--- config.mk ---
export PLATFORM = sky130hd
export DESIGN_NAME = bounded_point_list_engine_core
export DESIGN_NICKNAME = d
export VERILOG_FILES = /design/src/rtl/core/bple_pkg.sv /design/src/rtl/core/bple_ram.sv /design/src/rtl/core/bple_ctrl.sv /design/src/rtl/core/bounded_point_list_engine_core.sv
export SDC_FILE = /design/constraint.sdc
export NUM_CORES = 1
export LEC_CHECK = 0
export BUFFER_PORTS_ARGS = -buffer_cell sky130_fd_sc_hd__buf_2
export CORE_MARGIN = 2
export CORE_UTILIZATION = 35
export CTS_CLUSTER_DIAMETER = 120
export DETAILED_ROUTE_END_ITERATION = 6
export HOLD_SLACK_MARGIN = 0.1
export PLACE_DENSITY_LB_ADDON = 0.05
export SLEW_MARGIN = 0
export SYNTH_ARGS = -nofsm -noshare
export SYNTH_HDL_FRONTEND = slang
export SYNTH_SLANG_ARGS = --single-unit
--- constraint.sdc ---
create_clock -name clk -period 5.84 [get_ports clk]
set_clock_uncertainty 0.15 [all_clocks]
set_input_delay 0.876 -clock clk [delete_from_list [all_inputs] [get_ports clk]]
set_output_delay 0.876 -clock clk [all_outputs]
set_load 0.005 [all_outputs]
--- src/rtl/core/bple_pkg.sv ---
// Shared types and constants for the bounded point list engine.
// No dependencies; every module of the engine imports this package.
`timescale 1ns / 1ps

package bple_pkg;

  localparam int DEPTH      = 64;
  localparam int AW         = $clog2(DEPTH);
  localparam int CW         = $clog2(DEPTH + 1);
  localparam int COORD_W    = 8;
  localparam int PT_W       = 2 * COORD_W;
  localparam int MODE_W     = 3;
  localparam int SIZE_W     = 7;
  localparam int IN_TDATA_W = 24;
  localparam int OUT_TDATA_W = 24;

  localparam logic [COORD_W-1:0] INVALID_COORD = 8'hFF;

  typedef enum logic [MODE_W-1:0] {
    OP_PUSH   = 3'd0,
    OP_POP    = 3'd1,
    OP_SEARCH = 3'd2,
    OP_REMOVE = 3'd3,
    OP_CLEAR  = 3'd4,
    OP_REV    = 3'd5
  } op_t;

  typedef enum logic [3:0] {
    ST_IDLE,
    ST_DISPATCH,
    ST_POP,
    ST_SRCH,
    ST_SHIFT,
    ST_RV_I,
    ST_RV_J,
    ST_RV_W,
    ST_DONE
  } state_t;

  // One write port and one read port per cycle
  typedef struct packed {
    logic            we;
    logic [AW-1:0]   waddr;
    logic [PT_W-1:0] wdata;
    logic [AW-1:0]   raddr;
  } mem_req_t;

  typedef struct packed {
    logic               ok;
    logic [COORD_W-1:0] out_x;
    logic [COORD_W-1:0] out_y;
    logic [SIZE_W-1:0]  list_size;
  } result_t;

endpackage

--- src/rtl/core/bple_ram.sv ---
// Point store: DEPTH x 16-bit synchronous RAM, one write and one read per cycle.
// Read data is registered and returns the old contents on a same-address write.
`timescale 1ns / 1ps

module bple_ram
  import bple_pkg::*;
(
  input  logic            clk,
  input  mem_req_t        req,
  output logic [PT_W-1:0] rdata
);

  logic [PT_W-1:0] mem [DEPTH];

  always_ff @(posedge clk) begin
    if (req.we) begin
      mem[req.waddr] <= req.wdata;
    end
    rdata <= mem[req.raddr];
  end

endmodule

--- src/rtl/core/bple_ctrl.sv ---
// Operation sequencer: count register, search/shift/reverse walks over the store.
// Depends on bple_pkg; drives the bple_ram request and reads its data.
`timescale 1ns / 1ps

module bple_ctrl
  import bple_pkg::*;
(
  input  logic               clk,
  input  logic               rst,
  input  logic               in_valid,
  output logic               in_ready,
  input  logic [MODE_W-1:0]  in_mode,
  input  logic [COORD_W-1:0] in_x,
  input  logic [COORD_W-1:0] in_y,
  output mem_req_t           mem_req,
  input  logic [PT_W-1:0]    rdata,
  output logic               res_valid,
  input  logic               res_ready,
  output result_t            res
);

  state_t             state, state_next;
  logic [MODE_W-1:0]  mode, mode_next;
  logic [PT_W-1:0]    pt, pt_next;
  logic [CW-1:0]      count, count_next;
  logic [CW-1:0]      idx, idx_next;
  logic [CW-1:0]      vidx, vidx_next;
  logic               vld, vld_next;
  logic [AW-1:0]      ri, ri_next;
  logic [AW-1:0]      rj, rj_next;
  logic               pend, pend_next;
  logic               ok, ok_next;
  logic [COORD_W-1:0] rx, rx_next;
  logic [COORD_W-1:0] ry, ry_next;
  logic [CW-1:0]      cnt_dec;
  logic [CW-1:0]      vidx_dec;

  always_ff @(posedge clk) begin
    if (rst) begin
      state <= ST_IDLE;
      count <= '0;
      vld   <= 1'b0;
      pend  <= 1'b0;
    end else begin
      state <= state_next;
      count <= count_next;
      vld   <= vld_next;
      pend  <= pend_next;
    end
  end

  always_ff @(posedge clk) begin
    mode <= mode_next;
    pt   <= pt_next;
    idx  <= idx_next;
    vidx <= vidx_next;
    ri   <= ri_next;
    rj   <= rj_next;
    ok   <= ok_next;
    rx   <= rx_next;
    ry   <= ry_next;
  end

  assign cnt_dec  = count - CW'(1);
  assign vidx_dec = vidx - CW'(1);

  always_comb begin
    state_next = state;
    mode_next  = mode;
    pt_next    = pt;
    count_next = count;
    idx_next   = idx;
    vidx_next  = vidx;
    vld_next   = vld;
    ri_next    = ri;
    rj_next    = rj;
    pend_next  = pend;
    ok_next    = ok;
    rx_next    = rx;
    ry_next    = ry;
    mem_req    = '0;
    in_ready   = (state == ST_IDLE);
    res_valid  = (state == ST_DONE);
    res        = '{ok: ok, out_x: rx, out_y: ry, list_size: SIZE_W'(count)};

    unique case (state)
      ST_IDLE: begin
        if (in_valid) begin
          mode_next  = in_mode;
          pt_next    = {in_x, in_y};
          state_next = ST_DISPATCH;
        end
      end

      ST_DISPATCH: begin
        ok_next    = 1'b0;
        rx_next    = '0;
        ry_next    = '0;
        state_next = ST_DONE;
        unique case (mode)
          OP_PUSH: begin
            if (count < CW'(DEPTH) && pt[PT_W-1:COORD_W] != INVALID_COORD &&
                pt[COORD_W-1:0] != INVALID_COORD) begin
              mem_req.we    = 1'b1;
              mem_req.waddr = count[AW-1:0];
              mem_req.wdata = pt;
              count_next    = count + CW'(1);
              ok_next       = 1'b1;
            end
          end
          OP_POP: begin
            if (count != '0) begin
              mem_req.raddr = cnt_dec[AW-1:0];
              state_next    = ST_POP;
            end
          end
          OP_SEARCH, OP_REMOVE: begin
            idx_next   = '0;
            vld_next   = 1'b0;
            state_next = ST_SRCH;
          end
          OP_CLEAR: begin
            count_next = '0;
            ok_next    = 1'b1;
          end
          OP_REV: begin
            ok_next = 1'b1;
            if (count > CW'(1)) begin
              ri_next    = '0;
              rj_next    = cnt_dec[AW-1:0];
              pend_next  = 1'b0;
              state_next = ST_RV_I;
            end
          end
          default: ;
        endcase
      end

      ST_POP: begin
        count_next = cnt_dec;
        ok_next    = 1'b1;
        rx_next    = rdata[PT_W-1:COORD_W];
        ry_next    = rdata[COORD_W-1:0];
        state_next = ST_DONE;
      end

      // Issue one read per cycle, compare the returning entry on the next cycle
      ST_SRCH: begin
        if (vld && rdata == pt) begin
          if (mode == OP_REMOVE) begin
            idx_next   = vidx + CW'(1);
            vld_next   = 1'b0;
            state_next = ST_SHIFT;
          end else begin
            ok_next    = 1'b1;
            state_next = ST_DONE;
          end
        end else if (idx < count) begin
          mem_req.raddr = idx[AW-1:0];
          idx_next      = idx + CW'(1);
          vld_next      = 1'b1;
          vidx_next     = idx;
        end else begin
          vld_next   = 1'b0;
          ok_next    = 1'b0;
          state_next = ST_DONE;
        end
      end

      // Read entry k, write it back at k-1 on the next cycle
      ST_SHIFT: begin
        if (vld) begin
          mem_req.we    = 1'b1;
          mem_req.waddr = vidx_dec[AW-1:0];
          mem_req.wdata = rdata;
        end
        if (idx < count) begin
          mem_req.raddr = idx[AW-1:0];
          idx_next      = idx + CW'(1);
          vld_next      = 1'b1;
          vidx_next     = idx;
        end else begin
          vld_next = 1'b0;
          if (!vld) begin
            count_next = cnt_dec;
            ok_next    = 1'b1;
            state_next = ST_DONE;
          end
        end
      end

      // Read low slot; finish the previous pair by writing its low slot
      ST_RV_I: begin
        mem_req.raddr = ri;
        if (pend) begin
          mem_req.we    = 1'b1;
          mem_req.waddr = ri - AW'(1);
          mem_req.wdata = rdata;
        end
        state_next = ST_RV_J;
      end

      // Read the high slot and overwrite it with the low entry (read-first)
      ST_RV_J: begin
        mem_req.raddr = rj;
        mem_req.we    = 1'b1;
        mem_req.waddr = rj;
        mem_req.wdata = rdata;
        ri_next       = ri + AW'(1);
        rj_next       = rj - AW'(1);
        pend_next     = 1'b1;
        if ((ri + AW'(1)) < (rj - AW'(1))) begin
          state_next = ST_RV_I;
        end else begin
          state_next = ST_RV_W;
        end
      end

      ST_RV_W: begin
        mem_req.we    = 1'b1;
        mem_req.waddr = ri - AW'(1);
        mem_req.wdata = rdata;
        pend_next     = 1'b0;
        state_next    = ST_DONE;
      end

      ST_DONE: begin
        if (res_ready) begin
          state_next = ST_IDLE;
        end
      end

      default: state_next = ST_IDLE;
    endcase
  end

`ifndef SYNTHESIS
  a_count_bound: assert property (@(posedge clk) disable iff (rst)
    count <= CW'(DEPTH))
    else $error("count above depth");

  a_idle_no_write: assert property (@(posedge clk) disable iff (rst)
    state == ST_IDLE |-> !mem_req.we)
    else $error("store written while idle");

  a_result_held: assert property (@(posedge clk) disable iff (rst)
    res_valid && !res_ready |=> res_valid && $stable(res))
    else $error("result dropped before hand-off");

  a_shift_in_range: assert property (@(posedge clk) disable iff (rst)
    state == ST_SHIFT && mem_req.we |-> CW'(mem_req.waddr) < count)
    else $error("shift write beyond held points");
`endif

endmodule

--- src/rtl/core/bounded_point_list_engine_core.sv ---
// Bounded point list engine: top level with stream ports and output register.
// Depends on bple_pkg, bple_ram and bple_ctrl.
// Push, clear and unused modes finish at dispatch; pop reads the top entry, search
// and remove walk the stored points, remove then shifts the later points down, and
// reverse swaps pairs from both ends. One item is in work at a time; the next input is taken
// once the sequencer has handed its result to the output register, the single
// store port pair (one read, one write per cycle) setting the walk length.
// Reset (rst, synchronous) empties the list and the output; the store is not cleared.
`timescale 1ns / 1ps

module bounded_point_list_engine_core
  import bple_pkg::*;
(
  input  logic                   clk,
  input  logic                   rst,
  input  logic                   s_tvalid,
  output logic                   s_tready,
  // s_tdata: mode[2:0], pt_x[10:3], pt_y[18:11], zero pad[23:19]
  input  logic [IN_TDATA_W-1:0]  s_tdata,
  output logic                   m_tvalid,
  input  logic                   m_tready,
  // m_tdata: ok[0], out_x[8:1], out_y[16:9], list_size[23:17]
  output logic [OUT_TDATA_W-1:0] m_tdata
);

  mem_req_t        mem_req;
  logic [PT_W-1:0] rdata;
  logic            res_valid;
  logic            res_ready;
  result_t         res;

  // Unpack the input transfer
  logic [MODE_W-1:0]  in_mode;
  logic [COORD_W-1:0] in_x;
  logic [COORD_W-1:0] in_y;

  assign in_mode = s_tdata[MODE_W-1:0];
  assign in_x    = s_tdata[MODE_W +: COORD_W];
  assign in_y    = s_tdata[MODE_W + COORD_W +: COORD_W];

  bple_ram u_ram (
    .clk   (clk),
    .req   (mem_req),
    .rdata (rdata)
  );

  bple_ctrl u_ctrl (
    .clk       (clk),
    .rst       (rst),
    .in_valid  (s_tvalid),
    .in_ready  (s_tready),
    .in_mode   (in_mode),
    .in_x      (in_x),
    .in_y      (in_y),
    .mem_req   (mem_req),
    .rdata     (rdata),
    .res_valid (res_valid),
    .res_ready (res_ready),
    .res       (res)
  );

  // Output register: take a new result when empty or being drained this cycle
  assign res_ready = !m_tvalid || m_tready;

  always_ff @(posedge clk) begin
    if (rst) begin
      m_tvalid <= 1'b0;
    end else if (res_valid && res_ready) begin
      m_tvalid <= 1'b1;
    end else if (m_tready) begin
      m_tvalid <= 1'b0;
    end
  end

  // Pack the result: ok lowest, then x, y, list size
  always_ff @(posedge clk) begin
    if (res_valid && res_ready) begin
      m_tdata <= {res.list_size, res.out_y, res.out_x, res.ok};
    end
  end

endmodule

==> results.cfg, run 1 <==
[clock_tree]
postCtsSetupBuffers = 0
ctsHtreeMaxLevel = 4
cts_tree = done
clock_path_buffers = 3
clock_sinks = 1140
cts_buffers = 132
root_buffer = clkbuf_16
cts_resized = 0
clkTransAtPathRegs_ns = 0.06
insertion_delay_ns = 0.75
hold_buffers = 0

[routing]
drt-initial-drc-count = 2374
wl_um = 142000
avgViaCountPerCell = 5.25
dr_total_vias = 29100
drc = 0
wire_per_inst_um = 25.6
ant_nets = 0
first_pass_iters = 5

[final_layout]
antenna_cells = 0
layout_common_cells = 1110 x edfxtp_1, 922 x nand2_1, 394 x nand3_1
area.growth.synth_to_final_pct = 16.3
final_cells = 5545
nets = 3738
drive_gt1_frac = 0.126
final_common_cell = edfxtp_1

[global_routing]
grt_pass1_vias = 28800
grt_max_degree = 88
grt_usage = 0.209
gr-total-overflow = 0
antenna_found_initial = 0
grt_pass1_wl_um = 205000

[timing]
slew_viol_final = 0
min_period_ns = 4.98
final.setup.tns_ns = 0
hold_viol = 0
period_share = 0.853
hold_ws_ns = 0.164
worst_pin_slew_ns = 1.24
max_freq_mhz = 201
setup_viol = 0
rsz0062_at_grt = no
slew_headroom = 0.174

[critical_path]
criticalPathCategory = reg -> reg
start_kind = flop
worst_setup_path_end_kind = flop
crit_fanout = 16
cp_data_arrival_time_ns = 5.51
critPathRequiredTime_ns = 6.37

[yosys]
synth_edf_count = 1110
yosysWarnings = 0
synth-seq-cells = 1140
synth_nets = 3540
netlist_top_cells_area = edfxtp_1 72%, nand2_1 7.5%, nand3_1 4.3%
syn_area_per_cell_um2 = 13.2
syn_inst = 3491
synth_area_um2 = 46100
synthDistinctLibCells = 66
ys.flop_type = edfxtp_1
synth_top_area_share = 0.724
yosysSeqAreaShare = 0.737
async_flop_share = 0
synth_top_area_cell = edfxtp_1

[die]
die_w_um = 367
fp.dieH_um = 367
floorplan.initialDensity = 0.351
ioPinCount = 54
dieArea_um2 = 135000
core_um2 = 131000
row_count = 133

[placement]
io_buffers = 48
dp.cells = 5310
place.gp.congestion = 0.831
hpwl_um = 86300

[power_and_ir_drop]
p_leak_nw = 18.0
power_density_nw_per_um2 = 327
ir_drop_mv = 0.312

[flow_run]
max_cap_viol_count = 0

[min_path]
hold_path.class = in -> reg

[outcome]
status = finished clean
-- sequential cells by signal (all words and copies together) (netlist names), 4 cells and up --
name,cells
u_ctrl.pt,16
u_ctrl.vidx,7
u_ctrl.ri,6
u_ctrl.state,4
u_ctrl.rj,6
u_ctrl.ry,8
u_ctrl.count,7
m_tdata,24
u_ctrl.idx,7
u_ram.mem,1024
u_ctrl.rx,8
u_ram.rdata,16
-- worst max-delay path, cell delays in order, from the launching register on --
cell and delay, ns:
dfxtp_1 0.54, nor2b_1 0.61, nand2_1 0.33, and4_1 0.32, a221oi_4 0.59, a221o_1 0.64
buf_4 0.22, nand2_1 0.09, buf_4 0.25, a31oi_1 0.21, nand4_1 0.30, nand4_1 0.25
buf_4 0.19, a22o_1 0.18
-- Yosys cell counts (5+ instances only) --
| cell type | count |
|---|---|
| a32oi_1 | 17 |
| buf_4 | 7 |
| xnor2_1 | 29 |
| clkbuf_1 | 74 |
| edfxtp_1 | 1110 |
| o2111ai_1 | 16 |
| xor2_1 | 17 |
| and3_1 | 43 |
| nor3_1 | 14 |
| nor2b_1 | 10 |
| mux2i_1 | 55 |
| a22o_1 | 33 |
| o21ai_1 | 10 |
| buf_1 | 5 |
| nand2_1 | 923 |
| a21oi_1 | 57 |
| o211ai_1 | 28 |
| nand2b_1 | 16 |
| o22ai_1 | 13 |
| ha_1 | 21 |
| and2_1 | 8 |
| inv_1 | 19 |
| o21ai_0 | 15 |
| buf_2 | 105 |
| nand4_1 | 93 |
| dfxtp_1 | 30 |
| nor2_1 | 112 |
| a31oi_1 | 84 |
| buf_6 | 17 |
| a22oi_1 | 20 |
| a211oi_1 | 33 |
| nand3_1 | 394 |
-- final timing paths --
check                           cells after the start  slack, ns       startpoint             end
worst min register to register                      0       0.27     u_ctrl.rx[5]      m_tdata[6]
worst min-delay path                                1       0.16       s_tdata[3]    u_ctrl.pt[8]
worst max register to register                     13       0.86  u_ctrl.state[2]  u_ram.rdata[0]
worst max-delay path                               13       0.86  u_ctrl.state[2]  u_ram.rdata[0]
-- area by class of cell --
type	instances	area, µm²
Timing Repair Buffer	272	2260
Clock inverter	56	435
Tap cell	1755	2200
Fill cell	12300	77500
Sequential cell	1140	33900
Inverter	19	71.3
Clock buffer	179	3630
Multi-Input combinational cell	2124	11100
-- kinds of logic (layout without fill, tap and decap cells) --
family	Yosys count	count (layout)	share of synthesized area
XOR/XNOR	46	46	0.00875
AO/OA/AOI/OAI	367	367	0.0568
buffers and inverters	227	526	0.0247
adder cells (fa/ha/maj)	21	21	0.00570
AND/OR/NAND/NOR	1635	1635	0.156
flip-flops	1140	1140	0.737
multiplexers	55	55	0.0120
-- per-stage QoR --
step                utilization  instance area, µm²  worst slack [ns]  power, mW
floorplan                     -               46100              2.17       9.58
global placement          0.378               49500             0.775       9.87
detailed placement        0.378               49500             0.744       9.88
CTS                       0.409               53600             0.727       17.7
global route              0.409               53600             0.557       18.1
finish                    0.409               53600             0.860       17.5
-- where the power goes --
part	switching [mW]	total (mW)	internal [mW]
Clock	3.25	7.82	4.57
Combinational	0.422	0.617	0.195
Sequential	0.0733	9.08	9.01
Total	3.74	17.5	13.8
-- per-layer routing --
layer | routed length, µm | vias to the layer above | global-route usage
met5 | 0 | - | 0
met4 | 4590 | 0 | 0.0754
met3 | 6100 | 206 | 0.0269
met2 | 69800 | 734 | 0.357
met1 | 61200 | 14800 | 0.273
li1 | - | 13400 | -
No activity file was read; power rests on OpenSTA's default activity.
==> run 2: changes to the inputs <==
--- a/config.mk
+++ b/config.mk
@@ -12,6 +12,7 @@
 export DETAILED_ROUTE_END_ITERATION = 6
 export HOLD_SLACK_MARGIN = 0.1
 export PLACE_DENSITY_LB_ADDON = 0.05
+export REMOVE_ABC_BUFFERS = 1
 export SLEW_MARGIN = 0
 export SYNTH_ARGS = -nofsm -noshare
 export SYNTH_HDL_FRONTEND = slang
==> results.cfg, run 2 (synthesis results as in run 1) <==
[routing]
wl_um = 141000
ant_nets = 0
wire_per_inst_um = 25.5
avgViaCountPerCell = 5.26
dr_total_vias = 29100
first_pass_iters = 6
drc = 0
drt-initial-drc-count = 2406

[timing]
slew_viol_final = 0
rsz0062_at_grt = no
worst_pin_slew_ns = 1.26
max_freq_mhz = 203
slew_headroom = 0.157
min_period_ns = 4.93
hold_viol = 0
setup_viol = 0
period_share = 0.844

[clock_tree]
insertion_delay_ns = 0.76
clkTransAtPathRegs_ns = 0.06
ctsHtreeMaxLevel = 4
clock_path_buffers = 3
root_buffer = clkbuf_16
cts_tree = done
cts_resized = 0
clock_sinks = 1140
cts_buffers = 133

[critical_path]
crit_fanout = 20
cpLargestDelayFamily = simple AND/OR/NAND/NOR gates
crit_buf_inv = 3
critPathRequiredTime_ns = 6.32
crit_path_cell_trace = inv_1 -> ha_1 -> nor3b_2 -> a2111oi_4 -> o2bb2ai_2 -> nand2b_1 -> o22a_2 -> nor2_4 -> buf_4 -> a31oi_1 -> nand4_1 -> nand4_1 -> buf_4 -> a22o_1
worst_setup_path_end_kind = flop
start_kind = flop
cp_data_arrival_time_ns = 5.41
slowest_stage = nor2_4
criticalPathCategory = reg -> reg
cpPeakStageDelay_ns = 0.84

[placement]
place.gp.congestion = 0.825
hpwl_um = 85300
io_buffers = 48

[final_layout]
final_common_cell = edfxtp_1
largest_register_ffs = 1024
nets = 3734
top_regs = u_ram.mem x1024, m_tdata x24
drive_gt1_frac = 0.125
layout.area.seq_um2 = 33900
area.growth.synth_to_final_pct = 16.1
largest_register = u_ram.mem
fin_util = 0.408
layout_common_cells = 1110 x edfxtp_1, 922 x nand2_1, 394 x nand3_1
multi_input_area_um2 = 11100
fill_cells = 12300

[global_routing]
grt_max_degree = 85
grt_pass1_wl_um = 202000
grt.met2_usage = 0.349
grt_pass1_vias = 28700
grtUsageMet1 = 0.273
met3_usage = 0.0337
top_usage_layer = met2
grt_usage = 0.208
antenna_found_initial = 6
gr-total-overflow = 0

[die]
die_w_um = 367
core_um2 = 131000
dieArea_um2 = 135000
row_count = 133
ioPinCount = 54
floorplan.initialDensity = 0.351
fp.dieH_um = 367

[outcome]
status = finished clean

[power_and_ir_drop]
p_comb_frac = 0.036
finalPower_mw = 17.3
p_switching_mw = 3.74
power_density_nw_per_um2 = 324
p_sw_frac = 0.216
ir_drop_mv = 0.243
p_int_mw = 13.6
power_frac_seq = 0.524
p_leak_nw = 17.9
p_clk_frac = 0.440

[flow_run]
max_cap_viol_count = 0

[min_path]
hold_path.class = in -> reg
[run 2: metal layers]
layer | share of wire | vias to the layer above
li1 | - | 13400
met4 | 0.029 | 0
met2 | 0.49 | 862
met5 | 0 | -
met1 | 0.43 | 14700
met3 | 0.050 | 194
[run 2: final cells by class]
type	instances	area share
flip-flops and latches	1140	0.634
multi-input cells	2124	0.208
clock buffers	177	0.0678
repair buffers	267	0.0420
well taps	1755	0.0410
clock inverters	51	0.00587
inverters	19	0.00133
diodes	2	0.0000935
[run 2: path summary, 6_finish.rpt]
path / from / endpoint / slack (ns) / cells past startpoint
max: u_ctrl.count[1] / u_ram.rdata[14] / 0.91 / 14
min: s_tdata[2] / u_ctrl.mode[2] / 0.16 / 1
max reg2reg: u_ctrl.count[1] / u_ram.rdata[14] / 0.91 / 14
min reg2reg: u_ctrl.ry[1] / m_tdata[10] / 0.27 / 0
[run 2: repair_timing]
item / in CTS / in global routing
setup buffers: 0 / 0
endpoints found under the hold margin: 16 / 0
hold buffers: 16 / 0
[run 2: power groups by stage]
stage	clock network, mW	logic (mW)	registers (mW)
global placement	0	0.614	9.25
CTS	7.83	0.634	9.08
global route	8.16	0.684	9.09
floorplan	0	0.403	9.22
finish	7.63	0.628	9.09
detailed placement	0	0.623	9.25
[run 2: per-stage QoR]
step                setup slack (ns)  instances  TNS [ns]  hold slack [ns]  cell area, µm²
finish                         0.908       5535         0            0.164           53500
global route                   0.675       5533         0            0.122           53500
CTS                            0.836       5533         0            0.101           53500
detailed placement             0.839       5289         0            0.255           49400
global placement               0.849       5289         0            0.262           49400
floorplan                      -6.05       3283    -96.36            0.250           45000
